## config.mk

```make
export PLATFORM = sky130hd
export DESIGN_NAME = npcp_out_stage_flat
export DESIGN_NICKNAME = d
export VERILOG_FILES = /design/src/hw/rtl/npcp_pkg.sv /design/src/hw/rtl/npcp_if.sv /design/src/hw/rtl/npcp_out_stage.sv /design/src/flat_wrapper.sv
export SDC_FILE = /design/constraint.sdc
export NUM_CORES = 1
export LEC_CHECK = 0
export BUFFER_PORTS_ARGS = -buffer_cell sky130_fd_sc_hd__buf_2
export CORE_AREA = 2 2 39 41
export CTS_BUF_LIST = sky130_fd_sc_hd__clkbuf_4 sky130_fd_sc_hd__clkbuf_8
export CTS_CLUSTER_DIAMETER = 150
export DETAILED_ROUTE_END_ITERATION = 10
export DIE_AREA = 0 0 41 43
export PLACE_DENSITY = 0.79
export RECOVER_POWER = 25
export SLEW_MARGIN = 20
export SYNTH_ARGS = -nofsm -noshare
export SYNTH_HDL_FRONTEND = slang
export SYNTH_SLANG_ARGS = --single-unit
```

## constraint.sdc

```tcl
create_clock -name clk_i -period 2.4 [get_ports clk_i]
set_input_delay 0.12 -clock clk_i [delete_from_list [all_inputs] [get_ports clk_i]]
set_output_delay 0.12 -clock clk_i [all_outputs]
set_load 0.005 [all_outputs]
```

## src/hw/rtl/npcp_pkg.sv

```systemverilog
// Package for the nearest palette color pair block: widths, palette table,
// stage record and the squared difference helper. No dependencies.
package npcp_pkg;

  localparam int unsigned NUM_COLORS   = 8;
  localparam int unsigned COLOR_W      = $clog2(NUM_COLORS);
  localparam int unsigned PAIR_W       = 2 * COLOR_W;
  localparam int unsigned PALETTE_SIZE = 2 * NUM_COLORS;
  localparam int unsigned CH_W         = 8;
  localparam int unsigned SQ_W         = 2 * CH_W;
  localparam int unsigned DIST_W       = SQ_W + 2;

  localparam logic [COLOR_W-1:0] WHITE_INDEX = COLOR_W'(NUM_COLORS - 1);
  localparam logic [COLOR_W-1:0] BLACK_INDEX = '0;
  localparam logic [DIST_W-1:0]  DIST_MAX    = DIST_W'(3 * 255 * 255);

  typedef struct packed {
    logic [COLOR_W-1:0] color;
    logic [CH_W-1:0]    r;
    logic [CH_W-1:0]    g;
    logic [CH_W-1:0]    b;
  } pal_entry_t;

  localparam pal_entry_t PALETTE [PALETTE_SIZE] = '{
    '{3'd0, 8'h00, 8'h00, 8'h00}, '{3'd0, 8'hC0, 8'hC0, 8'hC0},
    '{3'd1, 8'h80, 8'h00, 8'h00}, '{3'd1, 8'hFF, 8'h00, 8'h00},
    '{3'd2, 8'h00, 8'h80, 8'h00}, '{3'd2, 8'h00, 8'hFF, 8'h00},
    '{3'd3, 8'h80, 8'h80, 8'h00}, '{3'd3, 8'hFF, 8'hFF, 8'h00},
    '{3'd4, 8'h00, 8'h00, 8'h80}, '{3'd4, 8'h00, 8'h00, 8'hFF},
    '{3'd5, 8'h80, 8'h00, 8'h80}, '{3'd5, 8'hFF, 8'h00, 8'hFF},
    '{3'd6, 8'h00, 8'h80, 8'h80}, '{3'd6, 8'h00, 8'hFF, 8'hFF},
    '{3'd7, 8'h80, 8'h80, 8'h80}, '{3'd7, 8'hFF, 8'hFF, 8'hFF}
  };

  typedef struct packed {
    logic [CH_W-1:0]    r;
    logic [CH_W-1:0]    g;
    logic [CH_W-1:0]    b;
    logic [COLOR_W-1:0] back;
    logic [COLOR_W-1:0] fore;
    logic               bold;
    logic               to_back;
    logic [DIST_W-1:0]  best;
  } npcp_stage_t;

  function automatic logic [SQ_W-1:0] sq_diff(input logic [CH_W-1:0] a,
                                              input logic [CH_W-1:0] b);
    logic [CH_W-1:0] d;
    d = (a > b) ? (a - b) : (b - a);
    return {{CH_W{1'b0}}, d} * {{CH_W{1'b0}}, d};
  endfunction

endpackage

```

## src/hw/rtl/npcp_if.sv

```systemverilog


interface npcp_rsp_if import npcp_pkg::*; ();
  logic              valid;
  logic              ready;
  logic [PAIR_W-1:0] new_pair;
  logic              bold;

  modport source (output valid, new_pair, bold, input ready);
  modport sink   (input valid, new_pair, bold, output ready);
endinterface

```

## src/hw/rtl/npcp_out_stage.sv

```systemverilog
// Output stage: applies the same-color fix-up and holds the result register.
// Depends on npcp_pkg and npcp_rsp_if.
module npcp_out_stage import npcp_pkg::*; (
  input  logic        clk_i,
  input  logic        rst_ni,
  input  logic        valid_i,
  input  npcp_stage_t stage_i,
  output logic        adv_o,
  npcp_rsp_if.source  rsp_o
);

  logic              valid_q;
  logic [PAIR_W-1:0] pair_d, pair_q;
  logic              bold_q;

  assign adv_o = !valid_q || rsp_o.ready;

  always_comb begin
    if (stage_i.bold || (stage_i.back != stage_i.fore)) begin
      pair_d = {stage_i.back, stage_i.fore};
    end else if (stage_i.fore != WHITE_INDEX) begin
      pair_d = {stage_i.back, WHITE_INDEX};
    end else begin
      pair_d = {stage_i.back, BLACK_INDEX};
    end
  end

  always_ff @(posedge clk_i or negedge rst_ni) begin
    if (!rst_ni) begin
      valid_q <= 1'b0;
    end else if (adv_o) begin
      valid_q <= valid_i;
    end
  end

  always_ff @(posedge clk_i) begin
    if (adv_o) begin
      pair_q <= pair_d;
      bold_q <= stage_i.bold;
    end
  end

  assign rsp_o.valid    = valid_q;
  assign rsp_o.new_pair = pair_q;
  assign rsp_o.bold     = bold_q;

  a_load: assert property (@(posedge clk_i) disable iff (!rst_ni)
    adv_o && valid_i |=> valid_q)
    else $error("result lost at output register");
  a_hold: assert property (@(posedge clk_i) disable iff (!rst_ni)
    valid_q && !rsp_o.ready |=> valid_q)
    else $error("stalled result dropped");
  a_visible: assert property (@(posedge clk_i) disable iff (!rst_ni)
    valid_q |-> bold_q || (pair_q[PAIR_W-1:COLOR_W] != pair_q[COLOR_W-1:0]))
    else $error("foreground equals background without bold");

endmodule

```

## src/flat_wrapper.sv

```systemverilog
// flat-port wrapper written by rule: the top's interface ports become plain ports
module npcp_out_stage_flat import npcp_pkg::*;
  (clk_i, rst_ni, valid_i, stage_i, adv_o, rsp_o_valid, rsp_o_new_pair, rsp_o_bold, rsp_o_ready);
  npcp_rsp_if rsp_o_i ();
  input  logic clk_i;
  input  logic rst_ni;
  input  logic valid_i;
  input  npcp_stage_t stage_i;
  output logic adv_o;
  output wire logic [$bits(rsp_o_i.valid)-1:0] rsp_o_valid;
  output wire logic [$bits(rsp_o_i.new_pair)-1:0] rsp_o_new_pair;
  output wire logic [$bits(rsp_o_i.bold)-1:0] rsp_o_bold;
  input wire logic [$bits(rsp_o_i.ready)-1:0] rsp_o_ready;
  assign rsp_o_valid = rsp_o_i.valid;
  assign rsp_o_new_pair = rsp_o_i.new_pair;
  assign rsp_o_bold = rsp_o_i.bold;
  assign rsp_o_i.ready = rsp_o_ready;
  npcp_out_stage u_core (.clk_i(clk_i), .rst_ni(rst_ni), .valid_i(valid_i), .stage_i(stage_i), .adv_o(adv_o), .rsp_o(rsp_o_i));
endmodule
```

-- After elaboration in Yosys (flattened, before gate mapping)
Index checks and enable logic that the tools add are counted.
- add/sub/neg operators: 0
- multiply operators: 0
- div/mod/pow operators: 0
- magnitude comparators: 0
- equal/unequal tests: 2
- shift-type cells: 0
- muxes and demuxes: 2
- bitwise operators: 0
- reductions and logical operators: 3
- operators by type and width (operator ; count):
    two-way mux 3 bit ; 2
    != test 3 bit ; 1
    != test 3 bit, second input constant ; 1
    logical OR 1 bit ; 2
    zero test 1 bit ; 1
- flip-flop bits (word level): 8
- bits in latches: 0
- RAM bits: 0
- ROM bits: 0
- output and inout bits: 9
- word-level logic and storage cells: 10
- memories: 0

-- Depth between registers and ports, before layout
- depth in word-level cells: 3
- gate-level depth with buffers: 4

-- Worst setup path after synthesis
OpenSTA, ideal clock, no wires.
- kind: register to register
- start point: register u_core.valid_q, in the netlist u_core.rsp_o.valid
- end point: register u_core.bold_q, in the netlist u_core.rsp_o.bold (enable)
- library setup time: 0.342 ns
- arrival: 0.623 ns
- data required time: 2.058 ns
- slack: 1.435 ns
- stages on the path, launching flop included: 2
- buffers on the path: 0
- period minus slack after synthesis: 0.965 ns
- cells stage by stage: dfrtp_1 nand2b_1
- longest elaborated chain between the ends: 2
- RTL lines (element ; RTL line ; text):
    start: declaration ; npcp_out_stage.sv:12 ; logic valid_q;
    start signal: assignment ; npcp_out_stage.sv:32 ; valid_q <= valid_i;
    zero test 1 bit ; npcp_out_stage.sv:16 ; assign adv_o = !valid_q || rsp_o.ready;
    logical OR 1 bit ; npcp_out_stage.sv:16 ;
    net adv_o ; flat_wrapper.sv:9 ; output logic adv_o;
    end signal: assignment ; npcp_out_stage.sv:39 ; bold_q <= stage_i.bold;
    end: declaration ; npcp_out_stage.sv:14 ; logic bold_q;
The timed path passes the listed nets, and every way through them passes these cells.
A chain may end at the register's enable or synchronous reset.

-- Worst setup path in the final report
- start point: register u_core.valid_q, in the netlist u_core.rsp_o.valid
- end point: output adv_o
- longest elaborated chain between the ends: 2
- RTL lines (element ; RTL line):
    zero test 1 bit ; npcp_out_stage.sv:16
    logical OR 1 bit ; npcp_out_stage.sv:16
    end: declaration ; flat_wrapper.sv:9
Every way passes these cells.

==> results.json <==
{
  "crit_family": "flip-flops",
  "syn_avg_cell_area_sq_um": 13.6,
  "synth.distinct_cells": 17,
  "first_pass_iters": 4,
  "critPathBufInv": 1,
  "grt_use_met2": 0.134,
  "cpMaxStageDelayCell": "dfrtp_1",
  "grt-busiest-layer": "met2",
  "vias": 298,
  "grt.total_usage": 0.112,
  "routedWlPerCell_microns": 10.3,
  "clk_latency_ns": 0.25,
  "synth_area_sq_um": 367,
  "coreArea_sq_mm": 0.00138,
  "tns_ns": 0,
  "utilization": 0.370,
  "synth.area.top_cells": "edfxtp_1 57%, dfrtp_1 6.8%, a21oi_1 4.1%, or2b_1 4.1%, nand2b_1 3.4%",
  "htreeDepth": 1,
  "cts_buffers": 3,
  "die-width_microns": 41,
  "hold_viol_final": 0,
  "antenna_found_initial": 0,
  "pin_count": 63,
  "setup-violations-final": 0,
  "crit_path_end_kind": "primary output",
  "timing_worst_slew_pin_value_ns": 0.383,
  "gr-usage-met3": 0.0471,
  "routed_via_density": 4.45,
  "rsz0062_at_grt": "no",
  "synth_top_area_frac": 0.573,
  "max_stage_delay_ns": 0.37,
  "fin_hold_ws_ns": 0.0600,
  "synth_warnings": 0,
  "status": "finished, final reports clean",
  "cp-start-kind": "flip-flop",
  "clk_pin_slew_ns": 0.05,
  "dpl-instance-area_sq_um": 482,
  "routabilityCongestion": 0.846,
  "power.total_uw": 330,
  "fin_area_sq_um": 512,
  "cts_tree": "built",
  "ys_seq_area_frac": 0.642,
  "skew_ns": 0.00916,
  "min_period_over_period": 0.507,
  "drive_gt1_frac": 0.392,
  "clkSinkCount": 8,
  "finalCriticalPeriod_ns": 1.22,
  "drc": 0,
  "cap_violations": 0,
  "path_cells": "nand2b_1 -> buf_2",
  "fmax_mhz": 822,
  "syn_to_final_growth_pct": 39.6,
  "synth-seq-cells": 8,
  "nNetsFinal": 106,
  "synth_top_cell_by_area": "edfxtp_1",
  "timing.final.ws_setup_ns": 1.18,
  "grt_pass1_wl_microns": 1250,
  "portBuffers": 19,
  "place_inst": 62,
  "die_height_microns": 43,
  "synth_nets": 81,
  "grt_pass1_vias": 289,
  "antenna_cells": 0,
  "ir_drop_uv": 157,
  "cts.path.max_buffers": 2,
  "critPathMaxFanout": 9,
  "synthCells": 27,
  "grt_max_degree": 10,
  "num_rows": 14,
  "worst-setup-path-type": "reg -> out",
  "crit_required_ns": 2.28,
  "min_path_type": "in -> reg",
  "leakage_nw": 0.205,
  "worst-endpoint-arrival_ns": 1.10,
  "fp.dieArea_sq_mm": 0.00176,
  "overflow": 0,
  "use_met1": 0.134,
  "slew_headroom": 0.745,
  "layout.cells.non_filler": 67,
  "drv_slew": 0,
  "drt_iter0_markers": 4,
  "dp_slack_ns": 1.30,
  "powerDensity_mw_per_mm2": 644,
  "initial_core_util": 0.265,
  "ant_nets": 0,
  "drt_wl_total_microns": 691,
  "cts_root_buffer": "clkbuf_4"
}
-- layout make-up --
cell class	instances	area, sq um
clock buffer	4	30.0
fill	146	872
multi-input combinational	19	126
sequential	8	235
tap	16	20.0
timing repair buffer	20	100
-- report_power, final --
group	total, mW	internal [mW]	switching (mW)
registers	0.167	0.165	0.00229
logic	0.0446	0.0217	0.0229
clock network	0.118	0.0747	0.0435
-- logic make-up after synthesis --
family / after synthesis / share of synthesized area
simple gates: 10 / 0.198
compound gates: 7 / 0.113
flops: 8 / 0.642
xor+xnor: 2 / 0.0478
-- state kept, by name, indices dropped and copies added (netlist names) --
name                   cells
u_core.rsp_o.new_pair      6
u_core.rsp_o.bold          1
u_core.rsp_o.valid         1
-- synthesized netlist by cell type --
library cell and n:
nor3_2 1, nor2_1 1, a31oi_1 1, edfxtp_1 7, xor2_1 1, nor4_1 1, dfrtp_1 1, a21oi_1 3
nand4_1 1, nand2b_1 2, o21a_1 1, xnor2_1 1, or2b_1 2, o21ai_1 1, o21bai_1 1, nor3b_2 1
nor2b_1 1
-- worst paths after layout --
| kind | start | to | slack, ns | cells past startpoint |
|---|---|---|---|---|
| setup / recovery | u_core.rsp_o.valid | adv_o | 1.18 | 2 |
| hold / removal | valid_i | u_core.rsp_o.valid | 0.06 | 2 |
| setup reg to reg | u_core.rsp_o.valid | u_core.rsp_o.new_pair[1] | 1.39 | 1 |
| hold reg to reg | u_core.rsp_o.valid | u_core.rsp_o.valid | 0.74 | 2 |
| max in group asynchronous | rst_ni | u_core.rsp_o.valid | 2.13 | 2 |
| min in group asynchronous | rst_ni | u_core.rsp_o.valid | 0.19 | 2 |
-- what timing repair did --
action | in CTS | in global routing
setup buffers | 0 | 0
endpoints found under the hold margin | 1 | 0
hold buffers | 1 | 0
gates resized for setup | 0 | 0
-- layer usage --
| layer | up-vias | wire [microns] |
|---|---|---|
| li1 | 150 | - |
| met1 | 130 | 266 |
| met2 | 18 | 335 |
| met3 | 0 | 89 |
| met4 | 0 | 0 |
| met5 | - | 0 |
-- cells in the final DEF, fill, tap and decap left out --
cell type      count
nand2b_1           2
o21bai_1           1
a21oi_1            3
edfxtp_1           7
clkbuf_1           4
o21a_1             1
nor3b_2            1
xor2_1             1
or2b_1             2
buf_2             15
nand4_1            1
nor3_1             1
clkbuf_4           4
dfrtp_1            1
a31oi_1            1
nor2_1             1
nor4_1             1
nor2b_1            1
xnor2_1            1
dlygate4sd3_1      1
o21ai_1            1
No activity file was read; power rests on OpenSTA's default activity.
