--- src/hw/rtl/npcp_pkg.sv ---
// Package for the nearest palette color pair block: widths, palette table,
// stage record and the squared difference helper. No dependencies.
package npcp_pkg;

  localparam int unsigned NUM_COLORS   = 8;
  localparam int unsigned COLOR_W      = $clog2(NUM_COLORS);
  localparam int unsigned PAIR_W       = 2 * COLOR_W;
  localparam int unsigned PALETTE_SIZE = 2 * NUM_COLORS;
  localparam int unsigned CH_W         = 8;
  localparam int unsigned SQ_W         = 2 * CH_W;
  localparam int unsigned DIST_W       = SQ_W + 2;

  localparam logic [COLOR_W-1:0] WHITE_INDEX = COLOR_W'(NUM_COLORS - 1);
  localparam logic [COLOR_W-1:0] BLACK_INDEX = '0;
  localparam logic [DIST_W-1:0]  DIST_MAX    = DIST_W'(3 * 255 * 255);

  typedef struct packed {
    logic [COLOR_W-1:0] color;
    logic [CH_W-1:0]    r;
    logic [CH_W-1:0]    g;
    logic [CH_W-1:0]    b;
  } pal_entry_t;

  localparam pal_entry_t PALETTE [PALETTE_SIZE] = '{
    '{3'd0, 8'h00, 8'h00, 8'h00}, '{3'd0, 8'hC0, 8'hC0, 8'hC0},
    '{3'd1, 8'h80, 8'h00, 8'h00}, '{3'd1, 8'hFF, 8'h00, 8'h00},
    '{3'd2, 8'h00, 8'h80, 8'h00}, '{3'd2, 8'h00, 8'hFF, 8'h00},
    '{3'd3, 8'h80, 8'h80, 8'h00}, '{3'd3, 8'hFF, 8'hFF, 8'h00},
    '{3'd4, 8'h00, 8'h00, 8'h80}, '{3'd4, 8'h00, 8'h00, 8'hFF},
    '{3'd5, 8'h80, 8'h00, 8'h80}, '{3'd5, 8'hFF, 8'h00, 8'hFF},
    '{3'd6, 8'h00, 8'h80, 8'h80}, '{3'd6, 8'h00, 8'hFF, 8'hFF},
    '{3'd7, 8'h80, 8'h80, 8'h80}, '{3'd7, 8'hFF, 8'hFF, 8'hFF}
  };

  typedef struct packed {
    logic [CH_W-1:0]    r;
    logic [CH_W-1:0]    g;
    logic [CH_W-1:0]    b;
    logic [COLOR_W-1:0] back;
    logic [COLOR_W-1:0] fore;
    logic               bold;
    logic               to_back;
    logic [DIST_W-1:0]  best;
  } npcp_stage_t;

  function automatic logic [SQ_W-1:0] sq_diff(input logic [CH_W-1:0] a,
                                              input logic [CH_W-1:0] b);
    logic [CH_W-1:0] d;
    d = (a > b) ? (a - b) : (b - a);
    return {{CH_W{1'b0}}, d} * {{CH_W{1'b0}}, d};
  endfunction

endpackage

--- src/hw/rtl/npcp_cell.sv ---
// One cell of the palette search chain: compares the request against one
// palette entry and hands the running best on. Depends on npcp_pkg.
module npcp_cell import npcp_pkg::*; #(
  parameter int unsigned IDX = 0
) (
  input  logic        clk_i,
  input  logic        rst_ni,
  input  logic        adv_i,
  input  logic        valid_i,
  input  npcp_stage_t stage_i,
  output logic        valid_o,
  output npcp_stage_t stage_o
);

  localparam pal_entry_t ENTRY = PALETTE[IDX];
  localparam logic       ODD   = IDX[0];

  logic        valid_q;
  npcp_stage_t stage_d, stage_q;
  logic [DIST_W-1:0] dist_sq;

  always_comb begin
    dist_sq = DIST_W'(sq_diff(stage_i.r, ENTRY.r)) + DIST_W'(sq_diff(stage_i.g, ENTRY.g))
            + DIST_W'(sq_diff(stage_i.b, ENTRY.b));
    stage_d = stage_i;
    if (dist_sq < stage_i.best) begin
      stage_d.best = dist_sq;
      if (stage_i.to_back) begin
        stage_d.back = ENTRY.color;
      end else begin
        stage_d.fore = ENTRY.color;
        stage_d.bold = ODD;
      end
    end
  end

  always_ff @(posedge clk_i or negedge rst_ni) begin
    if (!rst_ni) begin
      valid_q <= 1'b0;
    end else if (adv_i) begin
      valid_q <= valid_i;
    end
  end

  always_ff @(posedge clk_i) begin
    if (adv_i) begin
      stage_q <= stage_d;
    end
  end

  assign valid_o = valid_q;
  assign stage_o = stage_q;

  a_back_no_bold: assert property (@(posedge clk_i) disable iff (!rst_ni)
    valid_q && stage_q.to_back |-> !stage_q.bold)
    else $error("bold set on a background request");
  a_best_bound: assert property (@(posedge clk_i) disable iff (!rst_ni)
    valid_q |-> stage_q.best <= DIST_MAX)
    else $error("running best above largest distance");
  a_advance: assert property (@(posedge clk_i) disable iff (!rst_ni)
    adv_i && valid_i |=> valid_q)
    else $error("request dropped in cell");

endmodule

--- config.mk ---
export PLATFORM = sky130hd
export DESIGN_NAME = npcp_cell
export DESIGN_NICKNAME = d
export VERILOG_FILES = /design/src/hw/rtl/npcp_pkg.sv /design/src/hw/rtl/npcp_cell.sv
export SDC_FILE = /design/constraint.sdc
export NUM_CORES = 1
export LEC_CHECK = 0
export BUFFER_PORTS_ARGS = -buffer_cell sky130_fd_sc_hd__buf_2
export CAP_MARGIN = 20
export CORE_MARGIN = 4
export CORE_UTILIZATION = 40
export CTS_BUF_LIST = sky130_fd_sc_hd__clkbuf_16
export DETAILED_ROUTE_END_ITERATION = 10
export SYNTH_ARGS = -nofsm -noshare
export SYNTH_HDL_FRONTEND = slang
export SYNTH_SLANG_ARGS = --single-unit
--- constraint.sdc ---
create_clock -name clk_i -period 1.3 [get_ports clk_i]
set_clock_uncertainty 0.2 [all_clocks]
set_input_delay 0.065 -clock clk_i [delete_from_list [all_inputs] [get_ports clk_i]]
set_output_delay 0.065 -clock clk_i [all_outputs]
set_load 0.005 [all_outputs]
======== Word level (Yosys, flattened, before mapping) ========
Cells that the tools add are included.
storage, ports and cells
  bits in registers ....................... 51
  input bits .............................. 54
  output and inout port bits .............. 51
  word-level logic and storage cells ...... 28
operators by class
  add/subtract/negate cells ............... 5
  $mul .................................... 3
  order comparisons ....................... 4
  multiplexer cells ....................... 7
operators with widths
  cell                                                                             number
  8-bit by 8-bit multiplier with 16-bit output                                     3
  8-bit by 1-bit greater-than comparator with 1-bit output, second input constant  3
  8-bit two-way mux                                                                3
  1-bit by 8-bit subtractor with 8-bit output, first input constant                3
  17-bit by 16-bit adder with 18-bit output                                        1
  18-bit less-than comparator                                                      1
  18-bit two-way mux                                                               1
  16-bit by 16-bit adder with 17-bit output                                        1
  7-bit two-way mux                                                                1
  4-bit two-way mux                                                                1
  3-bit two-way mux                                                                1

======== Longest topological paths before layout ========
  depth after elaboration ................. 7
  gate-level depth with buffers ........... 36
  mapped depth without buffers ............ 35

======== Least setup slack after synthesis ========
Ideal clock, no wire load.
  path type ............................... input-to-reg
  start ................................... in stage_i[42] (netlist bit)
  end ..................................... reg stage_q, in the netlist stage_o[10] (data pin)
  library setup time ...................... 0.262 ns
  arrival time ............................ 7.371 ns
  data required time ...................... 0.838 ns
  setup slack ............................. -6.533 ns
  cell stages on the path ................. 33
  path buffers ............................ 1
  cell sequence ........................... inv_1 ha_1 nor4b_1 nand2_1 a21oi_1 nor2_1 nor2_1 inv_1 fa_1 inv_1 fa_1 inv_1 fa_1 inv_1 fa_1 fa_1 fa_1 inv_1 fa_1 inv_1 ha_1 o21ai_1 o21ai_1 nand3_2 a221oi_2 nand2_1 ha_1 nand4_1 nor4_1 o21ai_1 o211ai_2 buf_4 mux2_1
RTL lines
  what                  line             source
  from (decl)           npcp_cell.sv:10  input npcp_stage_t stage_i,
  to (signal assigned)  npcp_cell.sv:47  stage_q <= stage_d;
  to (decl)             npcp_cell.sv:19  npcp_stage_t stage_d, stage_q;

==> impl_summary.log <==
[metrics] setup repair after global routing missed its margin: yes
[metrics] row count: 51
[metrics] fin crit period: 7.621 ns
[metrics] Routed WL: 20310 um
[metrics] hold worst-path end: stage_o[32]$_DFFE_PP_
[metrics] y dimension of the die: 149.4 um
[metrics] Synth cell types: 53
[metrics] DRT Pass-1 Iters: 5
[metrics] async set-or-reset flop fraction in the synthesized netlist: 1.961%
[metrics] arrival time at the worst endpoint: 7.48 ns
[metrics] worst endpoint required time: 1.16 ns
[metrics] hold path startpoint: stage_i[32]
[metrics] standard cell area after detailed placement: 0.01009 mm^2
[metrics] achievable frequency: 131.2 MHz
[metrics] DPL Wire Length: 16310 um
[metrics] footprint of the flip-flops and latches: 0.001526 mm^2
[metrics] Post-Synth XOR/XNOR Area: 1.533%
[metrics] CTS max path bufs: 2
[metrics] wire length of the first global-routing pass: 33150 um
[metrics] length of routed met2 wiring: 10330 um
[metrics] total nets after synthesis: 1083
[metrics] critical path start-end classification: in -> reg
[metrics] fraction of synthesized area in multiplexers: 2.879%
[metrics] pin slew with the least headroom to its limit: 0.4226 ns
[metrics] Worst Setup Start Kind: input pin
[metrics] core outline area: 0.01959 mm^2
[metrics] fin cells: 1381
[metrics] violated checks: setup timing
[metrics] average size of a mapped cell: 10.08 um^2
[metrics] Post-synth EDFFs: 50
[metrics] CTS tree: built
[metrics] share of post-route cells with drive strength above 1: 37.01%
[metrics] minimum setup slack in the final design: -6.321 ns
[metrics] Synth Register Bits: 51
[metrics] clock latency reported for the late side of the worst-skew pair: 0.30 ns
[metrics] combined area of the multi-input logic cells: 0.006143 mm^2
[metrics] post-detailed-route count of antenna-violating nets: 0
[metrics] top layer in use: met4
[metrics] worst stage delay on the critical path: 0.57 ns
[metrics] wire length on met3: 971 um
[metrics] area grow syn2layout: 43.84%
[metrics] DIE WIDTH: 149.4 um
[metrics] fraction of the mapped netlist area in adder cells: 49.32%
[metrics] count of max-cap constraint violations: 0
[metrics] number of port buffers: 104
[metrics] worst hold path stage count: 2
[metrics] placed cells: 1289
[metrics] total overflow reported by the global router: 0
[metrics] master of the slowest instance on the critical path: sky130_fd_sc_hd__fa_1
[metrics] top fanout value on the critical path: 5
[metrics] H-tree levels: 2
[metrics] number of global-route vias before repair: 6818
[metrics] total routing usage reported by global routing: 18.97%
[metrics] count of final hold-check violations: 0
[metrics] Placer Congestion: 0.9246
[metrics] startpoint of the worst-slack reg-to-reg timing path: valid_o$_DFFE_PN0P_
[metrics] Layout fillers: 1713
[metrics] dominant combinational cell family by area after synthesis: adder cells
[metrics] Setup-failing EPs final: 25
[metrics] drt first-iter violations: 221
[metrics] endpoint of the most critical register-to-register path: valid_o$_DFFE_PN0P_
[metrics] boundary pin count: 105
[metrics] Hold WC Path Type: in -> reg
[metrics] sort of element at the end of the critical path: register
[metrics] outcome: complete, but fails checks
[metrics] number of antenna violations at the first check in global routing: 0
[metrics] netlist area before placement: 0.007996 mm^2
[metrics] final antenna diode count: 0
[metrics] clock slew seen by the registers of the worst setup and hold paths: 0.07 ns
[metrics] register area share after synthesis: 19.09%
[metrics] maximum number of pins on one net before global-route repair: 21
[metrics] TritonCTS buffer count: 5
[metrics] DR vias/cell: 4.615
[metrics] total number of vias: 6374
[metrics] Initial Util: 40.82%
[metrics] Post-Route M1 WL: 8623 um
[metrics] cell count of the worst reg-to-reg path: 1
[metrics] post-route clock period utilization: 586.2%
[metrics] Avg WL per Cell: 14.70 um
[metrics] most common cell after layout, fill and taps aside: sky130_fd_sc_hd__inv_1
[metrics] number of nets at the end of the flow: 1405
[metrics] clock tree sinks: 51
[metrics] total of warnings raised by yosys: 0
[metrics] Root Buffer Master: sky130_fd_sc_hd__clkbuf_16
[metrics] overall die area: 0.02232 mm^2
[metrics] FF-to-FF setup slack: 0.33 ns
[metrics] synthesized-area fraction occupied by and/or/nand/nor cells: 10.59%
[metrics] Top FF cell, synth: sky130_fd_sc_hd__edfxtp_1
[metrics] DRC violations left: 0
[metrics] commonest cells after routing, fill and taps aside: 204 x sky130_fd_sc_hd__inv_1, 161 x sky130_fd_sc_hd__buf_4, 117 x sky130_fd_sc_hd__fa_1
[metrics] pins over their slew limit: 0
[metrics] share of the synthesized area in compound gates (AO/OA/AOI/OAI): 5.414%
[metrics] Rel. slew slack: 71.53%
[metrics] fin area: 0.01150 mm^2
[metrics] critical path's most frequent cell: sky130_fd_sc_hd__fa_1
[metrics] Post-Synthesis Cells: 793
-- worst max path at each step --
stage	startpoint	to	depth (start not counted)
final	stage_i[42]	stage_o[4]$_DFFE_PP_	33
after global routing	stage_i[34]	stage_o[1]$_DFFE_PP_	34
after CTS	stage_i[42]	stage_o[11]$_DFFE_PP_	34
after detailed placement	stage_i[42]	stage_o[11]$_DFFE_PP_	34
after global placement	stage_i[36]	stage_o[16]$_DFFE_PP_	33
after floorplan	stage_i[36]	stage_o[11]$_DFFE_PP_	28
-- stage by stage --
step / hold slack [ns] / util (%) / worst slack, ns / TNS, ns
2_1_floorplan: -0.4306 / - / -6.026 / -148.27
3_3_place_gp: -0.3607 / 51.49 / -6.608 / -163.44
3_5_place_dp: -0.3596 / 51.49 / -6.668 / -165.09
4_1_cts: -0.1162 / 57.76 / -6.302 / -155.76
5_1_grt: 0.02173 / 58.71 / -6.590 / -163.49
6_report: 0.01823 / 58.71 / -6.321 / -156.98
-- cell usage after synthesis (2+ instances only) --
master | n | area share, %
sky130_fd_sc_hd__xnor2_1 | 6 | 0.66
sky130_fd_sc_hd__o21ai_1 | 4 | 0.25
sky130_fd_sc_hd__mux2i_1 | 5 | 0.63
sky130_fd_sc_hd__mux2_2 | 4 | 0.56
sky130_fd_sc_hd__mux2_1 | 12 | 1.7
sky130_fd_sc_hd__inv_1 | 222 | 10
sky130_fd_sc_hd__clkbuf_1 | 9 | 0.42
sky130_fd_sc_hd__o21ai_0 | 10 | 0.63
sky130_fd_sc_hd__and2_1 | 34 | 2.7
sky130_fd_sc_hd__nor3_1 | 5 | 0.31
sky130_fd_sc_hd__nand3_1 | 5 | 0.31
sky130_fd_sc_hd__xor2_1 | 8 | 0.88
sky130_fd_sc_hd__nor4b_1 | 2 | 0.22
sky130_fd_sc_hd__o21bai_1 | 2 | 0.19
sky130_fd_sc_hd__nor4_1 | 2 | 0.16
sky130_fd_sc_hd__a211oi_2 | 2 | 0.31
sky130_fd_sc_hd__o211ai_1 | 2 | 0.19
sky130_fd_sc_hd__fa_1 | 132 | 33
sky130_fd_sc_hd__a21o_1 | 8 | 0.75
sky130_fd_sc_hd__nor3_2 | 2 | 0.25
sky130_fd_sc_hd__nor2b_1 | 11 | 0.86
sky130_fd_sc_hd__nand2_1 | 39 | 1.8
sky130_fd_sc_hd__nand3b_1 | 3 | 0.28
sky130_fd_sc_hd__or2_2 | 2 | 0.16
sky130_fd_sc_hd__buf_4 | 2 | 0.19
sky130_fd_sc_hd__ha_1 | 104 | 16
sky130_fd_sc_hd__a21oi_1 | 21 | 1.3
sky130_fd_sc_hd__and3_1 | 2 | 0.16
sky130_fd_sc_hd__edfxtp_1 | 50 | 19
sky130_fd_sc_hd__inv_2 | 3 | 0.14
sky130_fd_sc_hd__nor2_1 | 55 | 2.6
sky130_fd_sc_hd__nand4_1 | 4 | 0.31
-- repair_timing --
| action | in CTS | in global routing |
|---|---|---|
| hold endpoints to repair | 50 | 1 |
| endpoints found under the setup margin | 25 | 25 |
| hold buffers | 48 | 1 |
| setup buffers | 26 | 9 |
| pin swaps | 41 | 21 |
| gates resized for setup | 73 | 37 |
| cloned | 2 | 0 |
-- final cells by class --
class | count | share of cell area, %
Multi-Input combinational cell | 506 | 53.41
Timing Repair Buffer | 326 | 21.47
Sequential cell | 51 | 13.27
Inverter | 225 | 7.473
Tap cell | 265 | 2.883
Clock buffer | 5 | 1.088
Clock inverter | 3 | 0.4025
-- worst max-delay path: cells and delay by family --
family	cells	cell delay, ns
compound gates	6	1.06
mux	1	0.29
fa+ha+maj	10	4.28
buf+inv	8	0.64
simple gates	8	1.15
-- state kept, by name, summed over array words and instances (netlist names) --
| signal | cells |
|---|---|
| stage_o | 50 |
| valid_o | 1 |
-- logic make-up (layout without fill, tap and decap cells) --
family,Yosys count,in the layout
flip-flops,51,51
XOR/XNOR,14,14
adder cells (fa/ha/maj),236,236
AND/OR/NAND/NOR,171,171
multiplexers,21,21
AO/OA/AOI/OAI,64,64
buffers and inverters,236,559
-- routing by layer --
| layer | up-vias | GRT usage [%] |
|---|---|---|
| met2 | 135 | 33.17 |
| met3 | 30 | 3.434 |
| met4 | 0 | 4.211 |
| met5 | - | 0 |
| li1 | 3089 | - |
| met1 | 3120 | 24.65 |
Power is left out: the tool's default activity adds up to more than one toggle a clock period on the data nets, which glitch-free logic cannot reach.
